--- src/rtl/core/ita_pkg.sv ---
// shared types, constants and helpers for the integer to ascii formatter
// used by the microcode rom, the datapath and the top level; no dependencies
package ita_pkg;

    localparam int PTR_BITS = 64;
    localparam int VAL_W    = 64;
    localparam int OP_W     = 3;
    localparam int CHAR_W   = 8;
    localparam int CNT_W    = 5;
    localparam int DIG_W    = 4;
    localparam int DEPTH    = 16;
    localparam int DEPTH_W  = 5;
    localparam int UPC_W    = 4;
    localparam int Q_W      = 29;

    localparam logic [VAL_W-1:0] PTR_MASK = {VAL_W{1'b1}} >> (VAL_W - PTR_BITS);
    // ceil(2^35 / 10), exact quotient for every 32-bit dividend
    localparam logic [31:0] RECIP10 = 32'hCCCC_CCCD;

    // format operations
    localparam logic [OP_W-1:0] OP_SDEC      = 3'd0;
    localparam logic [OP_W-1:0] OP_UDEC      = 3'd1;
    localparam logic [OP_W-1:0] OP_HEX_LOWER = 3'd2;
    localparam logic [OP_W-1:0] OP_HEX_UPPER = 3'd3;
    localparam logic [OP_W-1:0] OP_POINTER   = 3'd4;

    // ascii codes
    localparam logic [CHAR_W-1:0] CH_MINUS  = 8'h2d;
    localparam logic [CHAR_W-1:0] CH_ZERO   = 8'h30;
    localparam logic [CHAR_W-1:0] CH_X      = 8'h78;
    localparam logic [CHAR_W-1:0] CH_LPAREN = 8'h28;
    localparam logic [CHAR_W-1:0] CH_RPAREN = 8'h29;
    localparam logic [CHAR_W-1:0] CH_N      = 8'h6e;
    localparam logic [CHAR_W-1:0] CH_I      = 8'h69;
    localparam logic [CHAR_W-1:0] CH_L      = 8'h6c;
    localparam logic [CHAR_W-1:0] CH_A_LOW  = 8'h61;
    localparam logic [CHAR_W-1:0] CH_A_UP   = 8'h41;
    localparam logic [CHAR_W-1:0] CH_NUL    = 8'h00;

    typedef logic [UPC_W-1:0] upc_t;

    // microcode addresses
    localparam upc_t UA_FETCH    = 4'd0;
    localparam upc_t UA_SDEC     = 4'd1;
    localparam upc_t UA_DEC_MUL  = 4'd2;
    localparam upc_t UA_DEC_DIG  = 4'd3;
    localparam upc_t UA_HEX      = 4'd4;
    localparam upc_t UA_EMIT_DIG = 4'd5;
    localparam upc_t UA_PTR      = 4'd6;
    localparam upc_t UA_PTR_0    = 4'd7;
    localparam upc_t UA_PTR_X    = 4'd8;
    localparam upc_t UA_NIL_0    = 4'd9;
    localparam upc_t UA_NIL_1    = 4'd10;
    localparam upc_t UA_NIL_2    = 4'd11;
    localparam upc_t UA_NIL_3    = 4'd12;
    localparam upc_t UA_NIL_4    = 4'd13;

    typedef enum logic [2:0] {
        ACT_FETCH,
        ACT_EMIT_CHR,
        ACT_BR_ZERO,
        ACT_DEC_MUL,
        ACT_DEC_DIG,
        ACT_HEX_DIG,
        ACT_EMIT_DIG
    } act_t;

    typedef struct packed {
        act_t              act;
        logic              only_neg;  // emit only when the value was negative
        logic              last;      // constant char closes the run
        logic [CHAR_W-1:0] chr;
        upc_t              nxt;
        upc_t              alt;       // branch / loop target
    } uword_t;

    typedef struct packed {
        logic load;
        logic mul;
        logic ddig;
        logic hdig;
        logic pop;
    } dp_ctrl_t;

    typedef struct packed {
        logic              neg;
        logic              v_zero;
        logic              q_nz;
        logic              hex_more;
        logic              depth_one;
        logic [CHAR_W-1:0] dig_char;
    } dp_stat_t;

    function automatic logic [CHAR_W-1:0] digit_char(input logic [DIG_W-1:0] d,
                                                     input logic upper);
        logic [CHAR_W-1:0] base;
        base = upper ? CH_A_UP : CH_A_LOW;
        if (d < 4'd10) begin
            digit_char = CH_ZERO + {4'b0000, d};
        end else begin
            digit_char = base + {4'b0000, d} - 8'd10;
        end
    endfunction

endpackage

--- src/rtl/core/integer_to_ascii_formatter.sv ---
// top level of the integer to ascii formatter: microcode sequencer,
// output register; depends on ita_pkg, ita_urom and ita_dpath
//
// usage
//   input stream s_*: one transfer carries a format operation in s_tuser and
//   a number in s_tdata; operations are signed decimal, unsigned decimal,
//   hex lower, hex upper and pointer ("0x" plus hex digits, or "(nil)")
//   output stream m_*: one transfer per ascii character, m_tlast on the
//   final character, which also carries the character count in m_tdata
//   an undefined operation is taken and produces no transfer
//   steps: a fetch step takes the item, then one step per constant
//   character or zero test (the minus step of signed decimal is always
//   run), one step per hex digit or a multiply and a digit step per
//   decimal digit for extraction (the shared divide-by-ten reciprocal
//   multiplier), then one emit step per digit transfer
//   the next item is taken once the last character sits in the output
//   register, so that transfer overlaps the next item's work
//   a stalled receiver (m_tready low) holds the output register and the
//   sequencer waits on the current emit step; nothing is dropped
//   reset (aresetn low, synchronous) returns the step counter to fetch and
//   empties the output register
module integer_to_ascii_formatter (
    input  logic        aclk,
    input  logic        aresetn,
    input  logic        s_tvalid,
    output logic        s_tready,
    input  logic [63:0] s_tdata,   // [63:0] value
    input  logic [2:0]  s_tuser,   // [2:0] operation
    output logic        m_tvalid,
    input  logic        m_tready,
    output logic [15:0] m_tdata,   // [7:0] character, [12:8] char_count, rest zero
    output logic        m_tlast
);
    import ita_pkg::*;

    // sequencer state
    upc_t               upc_reg, upc_next;
    logic [CNT_W-1:0]   cnt_reg, cnt_next;

    // output register
    logic               m_tvalid_reg, m_tvalid_next;
    logic [CHAR_W-1:0]  m_char_reg,   m_char_next;
    logic [CNT_W-1:0]   m_cnt_reg,    m_cnt_next;
    logic               m_tlast_reg,  m_tlast_next;

    uword_t             uw;
    dp_ctrl_t           ctrl;
    dp_stat_t           stat;

    logic [OP_W-1:0]    op_in;
    logic [VAL_W-1:0]   value_in;
    logic               slot_free;
    logic               emit;
    logic               emit_last;
    logic [CHAR_W-1:0]  emit_char;
    upc_t               entry;

    assign op_in    = s_tuser[OP_W-1:0];
    assign value_in = s_tdata[VAL_W-1:0];

    // output slot is free when empty or being drained this cycle
    assign slot_free = !m_tvalid_reg || m_tready;

    ita_urom u_urom (
        .addr  (upc_reg),
        .uword (uw)
    );

    ita_dpath u_dpath (
        .aclk     (aclk),
        .aresetn  (aresetn),
        .ctrl     (ctrl),
        .op_in    (op_in),
        .value_in (value_in),
        .stat     (stat)
    );

    // entry point of each format's microprogram
    always_comb begin
        case (op_in)
            OP_SDEC:      entry = UA_SDEC;
            OP_UDEC:      entry = UA_DEC_MUL;
            OP_HEX_LOWER: entry = UA_HEX;
            OP_HEX_UPPER: entry = UA_HEX;
            OP_POINTER:   entry = UA_PTR;
            default:      entry = UA_FETCH;
        endcase
    end

    // next step
    always_comb begin
        upc_next = upc_reg;
        case (uw.act)
            ACT_FETCH: begin
                if (s_tvalid) begin
                    upc_next = entry;
                end
            end
            ACT_EMIT_CHR: begin
                if ((uw.only_neg && !stat.neg) || slot_free) begin
                    upc_next = uw.nxt;
                end
            end
            ACT_BR_ZERO: begin
                upc_next = stat.v_zero ? uw.alt : uw.nxt;
            end
            ACT_DEC_MUL: begin
                upc_next = uw.nxt;
            end
            ACT_DEC_DIG: begin
                upc_next = stat.q_nz ? uw.alt : uw.nxt;
            end
            ACT_HEX_DIG: begin
                upc_next = stat.hex_more ? uw.alt : uw.nxt;
            end
            ACT_EMIT_DIG: begin
                if (slot_free && stat.depth_one) begin
                    upc_next = uw.nxt;
                end
            end
            default: begin
                upc_next = UA_FETCH;
            end
        endcase
    end

    // control outputs of the current step
    always_comb begin
        s_tready  = (uw.act == ACT_FETCH);
        ctrl.load = (uw.act == ACT_FETCH) && s_tvalid;
        ctrl.mul  = (uw.act == ACT_DEC_MUL);
        ctrl.ddig = (uw.act == ACT_DEC_DIG);
        ctrl.hdig = (uw.act == ACT_HEX_DIG);
        ctrl.pop  = (uw.act == ACT_EMIT_DIG) && slot_free;
        emit      = ((uw.act == ACT_EMIT_CHR) && (!uw.only_neg || stat.neg) && slot_free)
                 || ctrl.pop;
        emit_last = (uw.act == ACT_EMIT_CHR) ? uw.last : stat.depth_one;
        emit_char = (uw.act == ACT_EMIT_CHR) ? uw.chr : stat.dig_char;
    end

    // character counter and output register
    always_comb begin
        cnt_next      = cnt_reg;
        m_tvalid_next = m_tvalid_reg;
        m_char_next   = m_char_reg;
        m_cnt_next    = m_cnt_reg;
        m_tlast_next  = m_tlast_reg;
        if (ctrl.load) begin
            cnt_next = '0;
        end
        if (emit) begin
            cnt_next      = cnt_reg + 1'b1;
            m_tvalid_next = 1'b1;
            m_char_next   = emit_char;
            m_tlast_next  = emit_last;
            m_cnt_next    = emit_last ? (cnt_reg + 1'b1) : '0;
        end else if (m_tready) begin
            m_tvalid_next = 1'b0;
        end
    end

    always_ff @(posedge aclk) begin
        if (!aresetn) begin
            upc_reg      <= UA_FETCH;
            cnt_reg      <= '0;
            m_tvalid_reg <= 1'b0;
        end else begin
            upc_reg      <= upc_next;
            cnt_reg      <= cnt_next;
            m_tvalid_reg <= m_tvalid_next;
        end
        m_char_reg  <= m_char_next;
        m_cnt_reg   <= m_cnt_next;
        m_tlast_reg <= m_tlast_next;
    end

    assign m_tvalid = m_tvalid_reg;
    assign m_tdata  = {3'b000, m_cnt_reg, m_char_reg};
    assign m_tlast  = m_tlast_reg;

endmodule

--- src/rtl/core/ita_urom.sv ---
// microcode rom of the integer to ascii formatter: one control word per step
// depends on ita_pkg
module ita_urom (
    input  ita_pkg::upc_t   addr,
    output ita_pkg::uword_t uword
);
    import ita_pkg::*;

    always_comb begin
        case (addr)
            UA_FETCH:    uword = '{ACT_FETCH,    1'b0, 1'b0, CH_NUL,    UA_FETCH,    UA_FETCH};
            UA_SDEC:     uword = '{ACT_EMIT_CHR, 1'b1, 1'b0, CH_MINUS,  UA_DEC_MUL,  UA_FETCH};
            UA_DEC_MUL:  uword = '{ACT_DEC_MUL,  1'b0, 1'b0, CH_NUL,    UA_DEC_DIG,  UA_FETCH};
            UA_DEC_DIG:  uword = '{ACT_DEC_DIG,  1'b0, 1'b0, CH_NUL,    UA_EMIT_DIG, UA_DEC_MUL};
            UA_HEX:      uword = '{ACT_HEX_DIG,  1'b0, 1'b0, CH_NUL,    UA_EMIT_DIG, UA_HEX};
            UA_EMIT_DIG: uword = '{ACT_EMIT_DIG, 1'b0, 1'b0, CH_NUL,    UA_FETCH,    UA_FETCH};
            UA_PTR:      uword = '{ACT_BR_ZERO,  1'b0, 1'b0, CH_NUL,    UA_PTR_0,    UA_NIL_0};
            UA_PTR_0:    uword = '{ACT_EMIT_CHR, 1'b0, 1'b0, CH_ZERO,   UA_PTR_X,    UA_FETCH};
            UA_PTR_X:    uword = '{ACT_EMIT_CHR, 1'b0, 1'b0, CH_X,      UA_HEX,      UA_FETCH};
            UA_NIL_0:    uword = '{ACT_EMIT_CHR, 1'b0, 1'b0, CH_LPAREN, UA_NIL_1,    UA_FETCH};
            UA_NIL_1:    uword = '{ACT_EMIT_CHR, 1'b0, 1'b0, CH_N,      UA_NIL_2,    UA_FETCH};
            UA_NIL_2:    uword = '{ACT_EMIT_CHR, 1'b0, 1'b0, CH_I,      UA_NIL_3,    UA_FETCH};
            UA_NIL_3:    uword = '{ACT_EMIT_CHR, 1'b0, 1'b0, CH_L,      UA_NIL_4,    UA_FETCH};
            UA_NIL_4:    uword = '{ACT_EMIT_CHR, 1'b0, 1'b1, CH_RPAREN, UA_FETCH,    UA_FETCH};
            default:     uword = '{ACT_FETCH,    1'b0, 1'b0, CH_NUL,    UA_FETCH,    UA_FETCH};
        endcase
    end

endmodule

--- src/rtl/core/ita_dpath.sv ---
// datapath of the integer to ascii formatter: value register, divide by ten
// via reciprocal multiply, and a digit stack; depends on ita_pkg
module ita_dpath (
    input  logic                          aclk,
    input  logic                          aresetn,
    input  ita_pkg::dp_ctrl_t             ctrl,
    input  logic [ita_pkg::OP_W-1:0]      op_in,
    input  logic [ita_pkg::VAL_W-1:0]     value_in,
    output ita_pkg::dp_stat_t             stat
);
    import ita_pkg::*;

    logic [OP_W-1:0]    op_reg,    op_next;
    logic               neg_reg,   neg_next;
    logic [VAL_W-1:0]   v_reg,     v_next;
    logic [Q_W-1:0]     q_reg,     q_next;
    logic [DIG_W-1:0]   stk_reg    [DEPTH];
    logic [DIG_W-1:0]   stk_next   [DEPTH];
    logic [DEPTH_W-1:0] depth_reg, depth_next;

    logic [31:0]        low32;
    logic               load_neg;
    logic [63:0]        prod;
    logic [DIG_W-1:0]   q10_lo;
    logic [DIG_W-1:0]   push_dig;
    logic               push;

    always_comb begin
        low32    = value_in[31:0];
        load_neg = (op_in == OP_SDEC) && low32[31];
        prod     = {32'b0, v_reg[31:0]} * {32'b0, RECIP10};
        // low nibble of 10*q is enough, the true remainder is below ten
        q10_lo   = {q_reg[0], 3'b000} + {q_reg[2:0], 1'b0};
        push     = ctrl.ddig || ctrl.hdig;
        push_dig = ctrl.ddig ? (v_reg[3:0] - q10_lo) : v_reg[3:0];
    end

    always_comb begin
        op_next    = op_reg;
        neg_next   = neg_reg;
        v_next     = v_reg;
        q_next     = q_reg;
        depth_next = depth_reg;
        stk_next   = stk_reg;
        if (ctrl.load) begin
            op_next    = op_in;
            neg_next   = load_neg;
            depth_next = '0;
            if (op_in == OP_POINTER) begin
                v_next = value_in & PTR_MASK;
            end else if (load_neg) begin
                v_next = {32'b0, (32'd0 - low32)};
            end else begin
                v_next = {32'b0, low32};
            end
        end
        if (ctrl.mul) begin
            q_next = prod[63:35];
        end
        if (ctrl.ddig) begin
            v_next = {{(VAL_W-Q_W){1'b0}}, q_reg};
        end
        if (ctrl.hdig) begin
            v_next = v_reg >> 4;
        end
        if (push) begin
            stk_next[0] = push_dig;
            for (int i = 1; i < DEPTH; i++) begin
                stk_next[i] = stk_reg[i-1];
            end
            depth_next = depth_reg + 1'b1;
        end
        if (ctrl.pop) begin
            for (int i = 0; i < DEPTH-1; i++) begin
                stk_next[i] = stk_reg[i+1];
            end
            depth_next = depth_reg - 1'b1;
        end
    end

    always_ff @(posedge aclk) begin
        if (!aresetn) begin
            depth_reg <= '0;
        end else begin
            depth_reg <= depth_next;
        end
        op_reg  <= op_next;
        neg_reg <= neg_next;
        v_reg   <= v_next;
        q_reg   <= q_next;
        stk_reg <= stk_next;
    end

    always_comb begin
        stat.neg       = neg_reg;
        stat.v_zero    = (v_reg == '0);
        stat.q_nz      = (q_reg != '0);
        stat.hex_more  = (v_reg[VAL_W-1:4] != '0);
        stat.depth_one = (depth_reg == DEPTH_W'(1));
        stat.dig_char  = digit_char(stk_reg[0], op_reg == OP_HEX_UPPER);
    end

endmodule

--- config.mk ---
export PLATFORM = sky130hd
export DESIGN_NAME = integer_to_ascii_formatter
export DESIGN_NICKNAME = d
export VERILOG_FILES = /design/src/rtl/core/ita_pkg.sv /design/src/rtl/core/integer_to_ascii_formatter.sv /design/src/rtl/core/ita_urom.sv /design/src/rtl/core/ita_dpath.sv
export SDC_FILE = /design/constraint.sdc
export NUM_CORES = 1
export LEC_CHECK = 0
export ABC_AREA = 0
export BUFFER_PORTS_ARGS = -buffer_cell sky130_fd_sc_hd__clkbuf_2
export CORE_AREA = 2 2 259 261
export CTS_BUF_LIST = sky130_fd_sc_hd__clkbuf_16
export DETAILED_ROUTE_END_ITERATION = 7
export DIE_AREA = 0 0 261 263
export GPL_TIMING_DRIVEN = 0
export PLACE_DENSITY = 0.53
export REMOVE_ABC_BUFFERS = 1
export SLEW_MARGIN = 20
export SYNTH_ARGS = -nofsm -noshare
export SYNTH_HDL_FRONTEND = slang
export SYNTH_SLANG_ARGS = --single-unit
--- constraint.sdc ---
create_clock -name aclk -period 15.27 [get_ports aclk]
set_clock_uncertainty 0.05 [all_clocks]
set_input_delay 2.2905 -clock aclk [delete_from_list [all_inputs] [get_ports aclk]]
set_output_delay 2.2905 -clock aclk [all_outputs]
set_load 0.02 [all_outputs]
---- Yosys cells after proc, flatten, opt, wreduce, memory -nomap -nowiden ----
Memories as Yosys holds them, arrays and structs flattened. A register that Yosys moved wholly into a read port is not among the register bits.
Index checks and enable logic that the tools add are counted.
Widths: inputs -> output; s select.
storage, ports and cells
  flip-flop bits (word level) ............. 190
  word-level logic and storage cells ...... 111
  memory bits (writable) .................. 0
  ROM bits ................................ 320
  bits of input ports ..................... 71
  output and inout bits ................... 19
  latch bits .............................. 0
  memories ................................ 1
memories
  name             words  width  rd ports  clocked after Yosys merged registers in  write ports  RTL line        RTL
  (no name shown)  16     20     1         1                                        0            ita_urom.sv:10  case (addr)
operators by class
  equality and inequality tests ........... 15
  $mul .................................... 1
  shift-type cells ........................ 0
  magnitude comparators ................... 1
  reduce and logical (&&, ||, !) cells .... 28
  $add $sub $neg .......................... 9
  bitwise operators ....................... 0
  muxes and demuxes ....................... 28
  divide/modulo/power cells ............... 0
operator list
  cell                    number
  $mux 60                 4
  $mux 64                 2
  $logic_not 64->1        1
  $mul 32x32->64 const B  1
  $reduce_bool 60->1      1
  $mux 4                  9
  $mux 32                 1
  $sub 1x32->32 const A   1
  $reduce_bool 29->1      1
  $pmux 4 s7              1
  $mux 5                  4
  $mux 8                  2
  $eq 3x2->1 const B      5
  $eq 3x3->1 const B      4
  $pmux 3 s4              1
  $add 5x1->5 const B     2
  $add 8x4->8             1
  $sub 8x4->8 const B     1
  $add 6x4->7 const A     1
  $logic_and 1x1->1       7
  $eq 3x1->1 const B      2
  $logic_not 3->1         2
  $mux 6                  1
  $ne 2x2->1 const B      3
  other kinds (12)        24

---- Longest topological paths before layout ----
Gate-level depths: netlist (run 1).
  word-level depth ........................ 7
  depth in mapped cells ................... 25
  mapped depth without buffers ............ 24

---- Modules after synthesis ----
From an unflattened synthesis (run 1), not the netlist that was laid out.
second synthesis, totals
  cells, all modules ...................... 2685
  area total of the unflattened synthesis .. 26974.6 um^2
modules (own cells, without submodules)
  module                      area each (um^2)  seq. area each (um^2)  instances  cells each
  ita_dpath                   25106.6           4894.7                 1          2485
  integer_to_ascii_formatter  1463.9            620.6                  1          137
  ita_urom                    404.1             0.0                    1          63

---- Worst setup path before layout (run 1) ----
No wires, ideal clock.
  path type ............................... register to register
  start point ............................. register u_dpath.v_reg[19]
  end point ............................... register u_dpath.q_reg[28], data pin
  data arrival time ....................... 6632 ps
  clock period less this slack ............ 6946 ps
  cell stages (with the launch flop) ...... 24
  path slack .............................. 8324 ps
  setup time .............................. 264 ps
  data required time ...................... 14956 ps
  buffers on the path ..................... 0
  cells stage by stage .................... edfxtp_1 > ha_1 > inv_1 > fa_1 > inv_1 > fa_1 > inv_1 > fa_1 > inv_1 > fa_1 > fa_1 > fa_1 > inv_1 > fa_1 > inv_1 > ha_1 > and4_1 > o2111a_1 > a311oi_1 > o31ai_1 > a311oi_1 > nor2_1 > a221oi_1 > xnor2_1
between the ends
  cells in the longest elaborated chain, start to end .. 1
RTL lines
  what                        RTL line         RTL
  from (decl)                 ita_dpath.sv:15  logic [VAL_W-1:0] v_reg, v_next;
  from (signal assigned)      ita_dpath.sv:89  v_reg <= v_next;
  $mul 32x32->64              ita_dpath.sv:31  prod = {32'b0, v_reg[31:0]} * {32'b0, RECIP10};
  named net u_dpath.prod[63]  ita_dpath.sv:23  logic [63:0] prod;
  to (signal assigned)        ita_dpath.sv:90  q_reg <= q_next;
  to (decl)                   ita_dpath.sv:16  logic [Q_W-1:0] q_reg, q_next;
The timed path passes the listed nets, and every way through them passes these cells.
A chain may end at the register's enable or synchronous reset.

---- Worst setup path in the final report (run 1) ----
  start point ............................. register u_dpath.v_reg[20]
  end point ............................... register u_dpath.q_reg[22], data pin
The elaborated chain is that of the path after synthesis.

==> impl_metrics.toml, run 1 <==
[status]
status = "complete, no violations"

[worst_setup_path]
crit_arrival_ps = 9220
cp.required_ps = 15460
cp-start-kind = "flop"
worstPathMaxFanout = 7
path_class = "flop to flop"
reg2reg_slack_ps = 6240
end_kind = "flop"

[clock_network]
clk_pin_slew_ps = 70
root_buffer = "clkbuf_16"
postCtsHoldBufs = 0
cts_num_sinks = 208
cts_tree = "yes"
ctsResizeCount = 0
cts_setup_buffers = 0
cts-htree-levels = 1
cts_buffer_depth = 3
clk_latency_ps = 550
numCtsBuffers = 22

[synthesis]
syn_avg_cell_area_um2 = 10.5
synth_area_leaders = "fa_1 (29%), edfxtp_1 (19%), ha_1 (18%)"
yosys_warnings = 0
synthCells = 2551
synth_common_cells = "inv_1 (584), fa_1 (386), ha_1 (377), edfxtp_1 (170), nand2_1 (108)"
yosysSeqAreaShare_pct = 21.9
synth_seq_cells = 208
post-synth-top-count-cell = "inv_1"
synth_top_area_share_pct = 28.8
synth.distinct_cells = 90
syn_area_um2 = 26800
synth_edf_count = 170
synth_ff_type = "edfxtp_1"
synthArstFlopShare_pct = 0
synth_top_area_cell = "fa_1"

[flow_run]
drv_cap = 0

[sta]
min_period_over_period_pct = 59.2
worst_pin_slew_ps = 1140
slew_headroom_pct = 24.1
fmaxAchievable_ghz = 0.111
slew_viol_final = 0
fin_crit_ps = 9030
final-hold-violation-count = 0
rsz0062_at_grt = "no"
setup_viol = 0
tns_ps = 0

[detailed_routing]
wire_per_inst_um = 22.0
drt_iter0_drc = 1178
final_antenna_net_count = 0
routed_wirelength_um = 76900
viasPerCell = 5.33
drtPass1Iterations = 6
drc = 0
vias = 18600

[global_routing]
grt_pass1_wl_um = 118000
grt_antenna_before_repair = 6
overflow = 0
first_global_vias = 19700
grt_max_degree = 94
grtUsageTotal_pct = 22.8

[placed_design]
portBuffers = 85
place.gp.congestion = 0.967
dp_hpwl_um = 64800

[floorplan]
dieArea_um2 = 68600
core_area_um2 = 65600
dieWidth_um = 261
io_pins = 90
initial_core_util_pct = 40.9
dieHeight_um = 263
fp-row-count = 94

[cells_and_area]
area_growth_pct = 8.09
drive_above_1_share_pct = 6.06
fin_nets = 3441

[worst_hold_path]
hold_path_class = "flop to flop"
-- layout by cell type, fill, tap and decap left out, types with 5 or more instances in the layout --
cell type	count
and2_1	14
o31ai_1	7
nor3_1	24
nor2_1	93
clkinv_1	7
and3_1	8
xnor2_1	52
and4_1	7
a31oi_1	13
o21ai_0	55
a22o_1	83
inv_1	589
clkbuf_16	22
clkbuf_2	85
o21bai_1	6
edfxtp_1	170
nand3_1	35
buf_16	5
ha_1	377
mux2i_1	30
dfxtp_1	37
nand4_1	17
fa_1	386
nand2b_1	9
a211oi_1	17
nand2_1	106
a221oi_1	5
or4_1	5
a21oi_1	107
o211ai_1	8
o21a_1	6
nor2b_1	10
a21o_1	45
nor4_1	16
xor2_1	58
-- layer usage --
layer  track usage, %  part of all wire [%]  vias to the layer above
li1                 -                     -                     8586
met2             37.3                    47                      493
met3             3.35                   5.7                      100
met4             6.63                   3.4                        6
met5                0                 0.056                        -
met1             31.4                    44                     9405
-- per-stage QoR --
| stage | hold slack [ps] | util (%) | cells | instance area, um2 | worst slack [ps] |
|---|---|---|---|---|---|
| after CTS | 412 | 44.2 | 3487 | 29000 | 6280 |
| after detailed placement | 398 | 43.1 | 3447 | 28300 | 6370 |
| after global routing | 419 | 44.2 | 3487 | 29000 | 6110 |
| after floorplan | 377 | - | 2492 | 26600 | 8320 |
| final | 407 | 44.2 | 3489 | 29000 | 6240 |
| after global placement | 386 | 42.8 | 3441 | 28100 | 5700 |
-- worst max-delay path: stages, from the launching register on --
cell	delay, ps
edfxtp_1	730
inv_1	100
ha_1	610
inv_1	170
fa_1	510
inv_1	50
fa_1	510
inv_1	60
fa_1	490
inv_1	60
fa_1	560
fa_1	460
fa_1	560
inv_1	70
fa_1	360
inv_1	70
ha_1	420
a21oi_1	280
o211ai_1	170
a311oi_2	680
a21oi_1	130
a21oi_1	900
o311a_1	430
nand2b_1	150
o311ai_0	150
-- kinds of logic (layout without fill, tap and decap cells) --
| group | count (synthesis) | after routing | synth area share, % |
|---|---|---|---|
| flip-flops | 208 | 208 | 21.9 |
| XOR/XNOR | 110 | 110 | 3.59 |
| AO/OA/AOI/OAI | 410 | 410 | 10.7 |
| other | 1 | 6 | 0.0140 |
| AND/OR/NAND/NOR | 377 | 377 | 7.06 |
| buffers and inverters | 648 | 717 | 9.12 |
| adder cells (fa/ha/maj) | 763 | 763 | 46.4 |
| multiplexers | 34 | 34 | 1.30 |
-- area by class of cell --
type / instances / area, um2
fillers: 6325 / 36600
multi-input cells: 1698 / 18600
flip-flops and latches: 208 / 5870
inverters: 586 / 2200
well taps: 864 / 1080
repair buffers: 91 / 571
clock buffers: 22 / 551
clock inverters: 18 / 141
diodes: 2 / 5.00
-- final timing paths --
kind,from,cells past startpoint,end
worst max register to register,u_dpath.v_reg[20],24,u_dpath.q_reg[22]
worst min register to register,u_dpath.stk_reg[6],0,u_dpath.stk_reg[2]
worst max-delay path,u_dpath.v_reg[20],24,u_dpath.q_reg[22]
worst min-delay path,u_dpath.stk_reg[6],0,u_dpath.stk_reg[2]
Power of run 1 is not shown: default switching activity piles up to over one toggle a cycle in this logic, so the estimate is an artifact.
==> run 2: changes to the inputs <==
==> constraint.sdc (replaced) <==
create_clock -name aclk -period 9.05 [get_ports aclk]
set_clock_uncertainty 0.05 [all_clocks]
set_input_delay 1.3575 -clock aclk [delete_from_list [all_inputs] [get_ports aclk]]
set_output_delay 1.3575 -clock aclk [all_outputs]
set_load 0.02 [all_outputs]
==> run 2 against run 1 <==
  * Sequential share of layout area barely moved
  * Final cell count did not move
  * Largest cell class unchanged
  * Via count is essentially flat
  * First-iteration DRC count decreased by 1.1%
  * Die area unchanged
  * Critical endpoint is now u_dpath.q_reg[28]
  * Sequential cell count is the same
  * Core utilization about the same
==> impl_metrics.toml, run 2 (synthesized netlist as in run 1, its figures left out) <==
[detailed_routing]
drc = 0
vias = 18600
final_antenna_net_count = 0
viasPerCell = 5.33
wire_per_inst_um = 22.0
routed_wirelength_um = 76900
drtPass1Iterations = 5
drt_iter0_drc = 1165

[worst_setup_path]
crit_arrival_ps = 8960
path_class = "flop to flop"
worstPathMaxFanout = 7
cp.required_ps = 9250
cp-start-kind = "flop"
end_kind = "flop"

[flow_run]
drv_cap = 0

[clock_network]
cts_num_sinks = 208
cts_buffer_depth = 3
cts-htree-levels = 1
numCtsBuffers = 22
cts_tree = "yes"
root_buffer = "clkbuf_16"
clk_latency_ps = 550
clk_pin_slew_ps = 70
postCtsHoldBufs = 0

[sta]
final-hold-violation-count = 0
fin_crit_ps = 8760
slew_viol_final = 0
worst_pin_slew_ps = 1110
rsz0062_at_grt = "no"
setup_viol = 0
finalWorstSetupSlack_ps = 287
fmaxAchievable_ghz = 0.114
min_period_over_period_pct = 96.8
slew_headroom_pct = 25.2

[floorplan]
fp-row-count = 94
dieArea_um2 = 68600
dieWidth_um = 261
initial_core_util_pct = 40.9
io_pins = 90
dieHeight_um = 263
core_area_um2 = 65600

[cells_and_area]
design_area_um2 = 29000
drive_above_1_share_pct = 6.10
final_cell_mix = "inv_1 (589), fa_1 (386), ha_1 (377)"
nFillCells = 6325
regArea_um2 = 5870
fin_nets = 3441
multiInputGateArea_um2 = 18600
final_common_cell = "inv_1"
stdcell_count = 3489
area_growth_pct = 8.11

[global_routing]
grt_antenna_before_repair = 6
first_global_vias = 19700
grt_pass1_wl_um = 118000
overflow = 0
grt_max_degree = 94
grtUsageTotal_pct = 22.8

[placed_design]
portBuffers = 85
dp_hpwl_um = 64800
place_area_um2 = 28300
post-place-cells = 3447
place_ws_ps = 155
place.gp.congestion = 0.967

[worst_hold_path]
hold_path_class = "flop to flop"

[status]
status = "complete, no violations"
[run 2: path summary, 6_finish.rpt]
check / start / end / slack [ps] / cells after the start
hold reg to reg: u_dpath.stk_reg[6] / u_dpath.stk_reg[2] / 410 / 0
hold / removal: u_dpath.stk_reg[6] / u_dpath.stk_reg[2] / 410 / 0
setup / recovery: u_dpath.v_reg[20] / u_dpath.q_reg[28] / 290 / 24
setup reg to reg: u_dpath.v_reg[20] / u_dpath.q_reg[28] / 290 / 24
[run 2: layout make-up]
type | count | share of cell area, %
Timing Repair Buffer | 91 | 1.97
Clock inverter | 18 | 0.487
Multi-Input combinational cell | 1698 | 64.1
Tap cell | 864 | 3.73
Antenna cell | 2 | 0.0173
Inverter | 586 | 7.60
Sequential cell | 208 | 20.2
Clock buffer | 22 | 1.90
[run 2: layer usage]
| metal | GRT usage, % | wire (um) | vias to the layer above |
|---|---|---|---|
| met5 | 0 | 43 | - |
| met4 | 6.63 | 2620 | 6 |
| met3 | 3.35 | 4450 | 101 |
| met2 | 37.3 | 36200 | 509 |
| met1 | 31.4 | 33600 | 9391 |
| li1 | - | - | 8589 |
[run 2: per-stage QoR]
stage	hold WS, ps	setup TNS [ps]	utilization (%)
after global routing	419	0	44.2
after CTS	412	0	44.2
after floorplan	377	0	-
after global placement	386	-4020	42.8
after detailed placement	398	0	43.1
final	407	0	44.2
[run 2: worst max-delay path, stage by stage (launching register included)]
cell	delay [ps]
edfxtp_1	730
inv_1	100
ha_1	610
inv_1	170
fa_1	510
inv_1	50
fa_1	510
inv_1	60
fa_1	490
inv_1	60
fa_1	560
fa_1	460
fa_1	560
inv_1	70
fa_1	360
inv_1	70
ha_1	410
a21oi_1	280
o211ai_1	170
a311oi_2	680
o31ai_1	190
a311oi_1	520
nor2_1	270
a221oi_1	370
xnor2_1	150
[run 2: repair_timing]
action | CTS | global route
resized for setup | 0 | 1
buffers inserted | 0 | 0
endpoints found under the setup margin | 0 | 4
Power of run 2 is left out for the same reason.
==> run 3: changes to the inputs <==
--- a/config.mk
+++ b/config.mk
@@ -7,12 +7,12 @@
 export LEC_CHECK = 0
 export ABC_AREA = 0
 export BUFFER_PORTS_ARGS = -buffer_cell sky130_fd_sc_hd__clkbuf_2
-export CORE_AREA = 2 2 259 261
+export CORE_AREA = 2 2 213 215
 export CTS_BUF_LIST = sky130_fd_sc_hd__clkbuf_16
 export DETAILED_ROUTE_END_ITERATION = 7
-export DIE_AREA = 0 0 261 263
+export DIE_AREA = 0 0 215 217
 export GPL_TIMING_DRIVEN = 0
-export PLACE_DENSITY = 0.53
+export PLACE_DENSITY = 0.75
 export REMOVE_ABC_BUFFERS = 1
 export SLEW_MARGIN = 20
 export SYNTH_ARGS = -nofsm -noshare
==> constraint.sdc (replaced) <==
create_clock -name aclk -period 10 [get_ports aclk]
set_clock_uncertainty 0.05 [all_clocks]
set_input_delay 1.5 -clock aclk [delete_from_list [all_inputs] [get_ports aclk]]
set_output_delay 1.5 -clock aclk [all_outputs]
set_load 0.02 [all_outputs]
==> run 3 against run 2 <==
  * Cell area is 1.1% lower
  * Core utilization is 20 points higher
  * Register-to-register slack better by 620 ps
  * Wire length is 4.2% lower
  * Via count is 3.1% higher
  * Non-clock buffer count stayed put
  * Final cell count is 7.6% lower
  * Fmax is 3.6% lower
==> impl_metrics.toml, run 3 (synthesized netlist as in run 1, its figures left out) <==
[status]
status = "complete, no violations"

[sta]
slew_viol_final = 0
finalWorstSetupSlack_ps = 909
final-hold-violation-count = 0
fmaxAchievable_ghz = 0.110
fin_crit_ps = 9090
setup_viol = 0
worst_pin_slew_ps = 1140
rsz0062_at_grt = "no"
tns_ps = 0
min_period_over_period_pct = 90.9
slew_headroom_pct = 23.6

[detailed_routing]
wire_per_inst_um = 22.9
drc = 0
vias = 19200
drtPass1Iterations = 7
routed_wirelength_um = 73700
drt_iter0_drc = 1623
final_antenna_net_count = 0
viasPerCell = 5.95

[floorplan]
dieWidth_um = 215
io_pins = 90
core_area_um2 = 44700
dieArea_um2 = 46700
fp-row-count = 78
initial_core_util_pct = 60.0
dieHeight_um = 217

[placed_design]
dp_hpwl_um = 62300
portBuffers = 85
place.gp.congestion = 1.03
place_ws_ps = 1030
place_area_um2 = 28000

[clock_network]
ctsResizeCount = 0
numCtsBuffers = 22
cts_tree = "yes"
postCtsHoldBufs = 0
cts-htree-levels = 1
cts_setup_buffers = 0
clk_latency_ps = 530
cts_num_sinks = 208
cts_buffer_depth = 3
clk_pin_slew_ps = 60
root_buffer = "clkbuf_16"

[worst_hold_path]
hold_path_class = "flop to flop"
hold_end = "u_dpath.stk_reg[0]"
min_from = "u_dpath.stk_reg[4]"
hold_depth = 0

[worst_setup_path]
cp.required_ps = 10220
end_kind = "flop"
reg2reg_from = "u_dpath.v_reg[2]"
timing.rr.end = "u_dpath.q_reg[28]"
cp-start-kind = "flop"
worstPathMaxFanout = 9
crit_arrival_ps = 9310
path_class = "flop to flop"
reg2reg_slack_ps = 910
worst-r2r-cell-count = 21

[cells_and_area]
num_antenna_cells = 0
design_area_um2 = 28700
final_cell_mix = "inv_1 (590), fa_1 (386), ha_1 (377)"
drive_above_1_share_pct = 6.06
nFillCells = 3597
area_growth_pct = 6.88
final_common_cell = "inv_1"
final_core_utilization_pct = 64.2
fin_nets = 3441

[global_routing]
met2_usage_pct = 53.2
grt.busiest_layer = "met2"
first_global_vias = 20000
grtUsageTotal_pct = 32.4
grt_antenna_before_repair = 0
overflow = 0
grt_pass1_wl_um = 115000
met1_usage_pct = 43.0
use_met3_pct = 6.19
grt_max_degree = 77

[flow_run]
drv_cap = 0
-- run 3: cell type report --
cell class              instances  area [um2]  area share [%]
inverters                     586        2200            7.68
repair buffers                 91         583            2.03
flip-flops and latches        208        5870            20.5
clock buffers                  22         551            1.92
well taps                     600         751            2.62
clock inverters                18         154           0.537
multi-input cells            1698       18600            64.8
-- run 3: worst max path at each step --
| stage | startpoint | endpoint | slack (ps) | depth (start not counted) |
|---|---|---|---|---|
| floorplan | u_dpath.v_reg[19] | u_dpath.q_reg[28] | 3050 | 23 |
| global placement | u_dpath.v_reg[2] | u_dpath.q_reg[28] | 1140 | 21 |
| detailed placement | u_dpath.v_reg[2] | u_dpath.q_reg[28] | 1030 | 21 |
| CTS | u_dpath.v_reg[2] | u_dpath.q_reg[28] | 990 | 21 |
| global route | u_dpath.v_reg[2] | u_dpath.q_reg[28] | 720 | 21 |
| finish | u_dpath.v_reg[2] | u_dpath.q_reg[28] | 910 | 21 |
-- run 3: worst max-delay path: stages (launching register included) --
cell and delay, ps:
edfxtp_1 660, inv_1 150, ha_1 570, xor2_1 600, a21o_1 250, fa_1 440
fa_1 550, fa_1 600, fa_1 460, fa_1 490, inv_1 50, fa_1 470
inv_1 40, ha_1 330, a21oi_1 200, o21ai_0 200, a311oi_1 700, o31ai_1 220
a311oi_1 950, nor2_1 350, a221oi_1 410, xnor2_1 100
-- run 3: metal layers --
layer	part of all wire, %	vias to the layer above
met3	7.8	176
met5	0	-
met2	47	828
li1	-	8585
met1	40	9588
met4	4.5	0
-- run 3: metrics by stage --
stage | instances | hold slack (ps)
after global placement | 3177 | 384
final | 3223 | 405
after CTS | 3223 | 409
after detailed placement | 3183 | 393
after floorplan | 2492 | 377
after global routing | 3223 | 441
Power of run 3 is left out for the same reason.
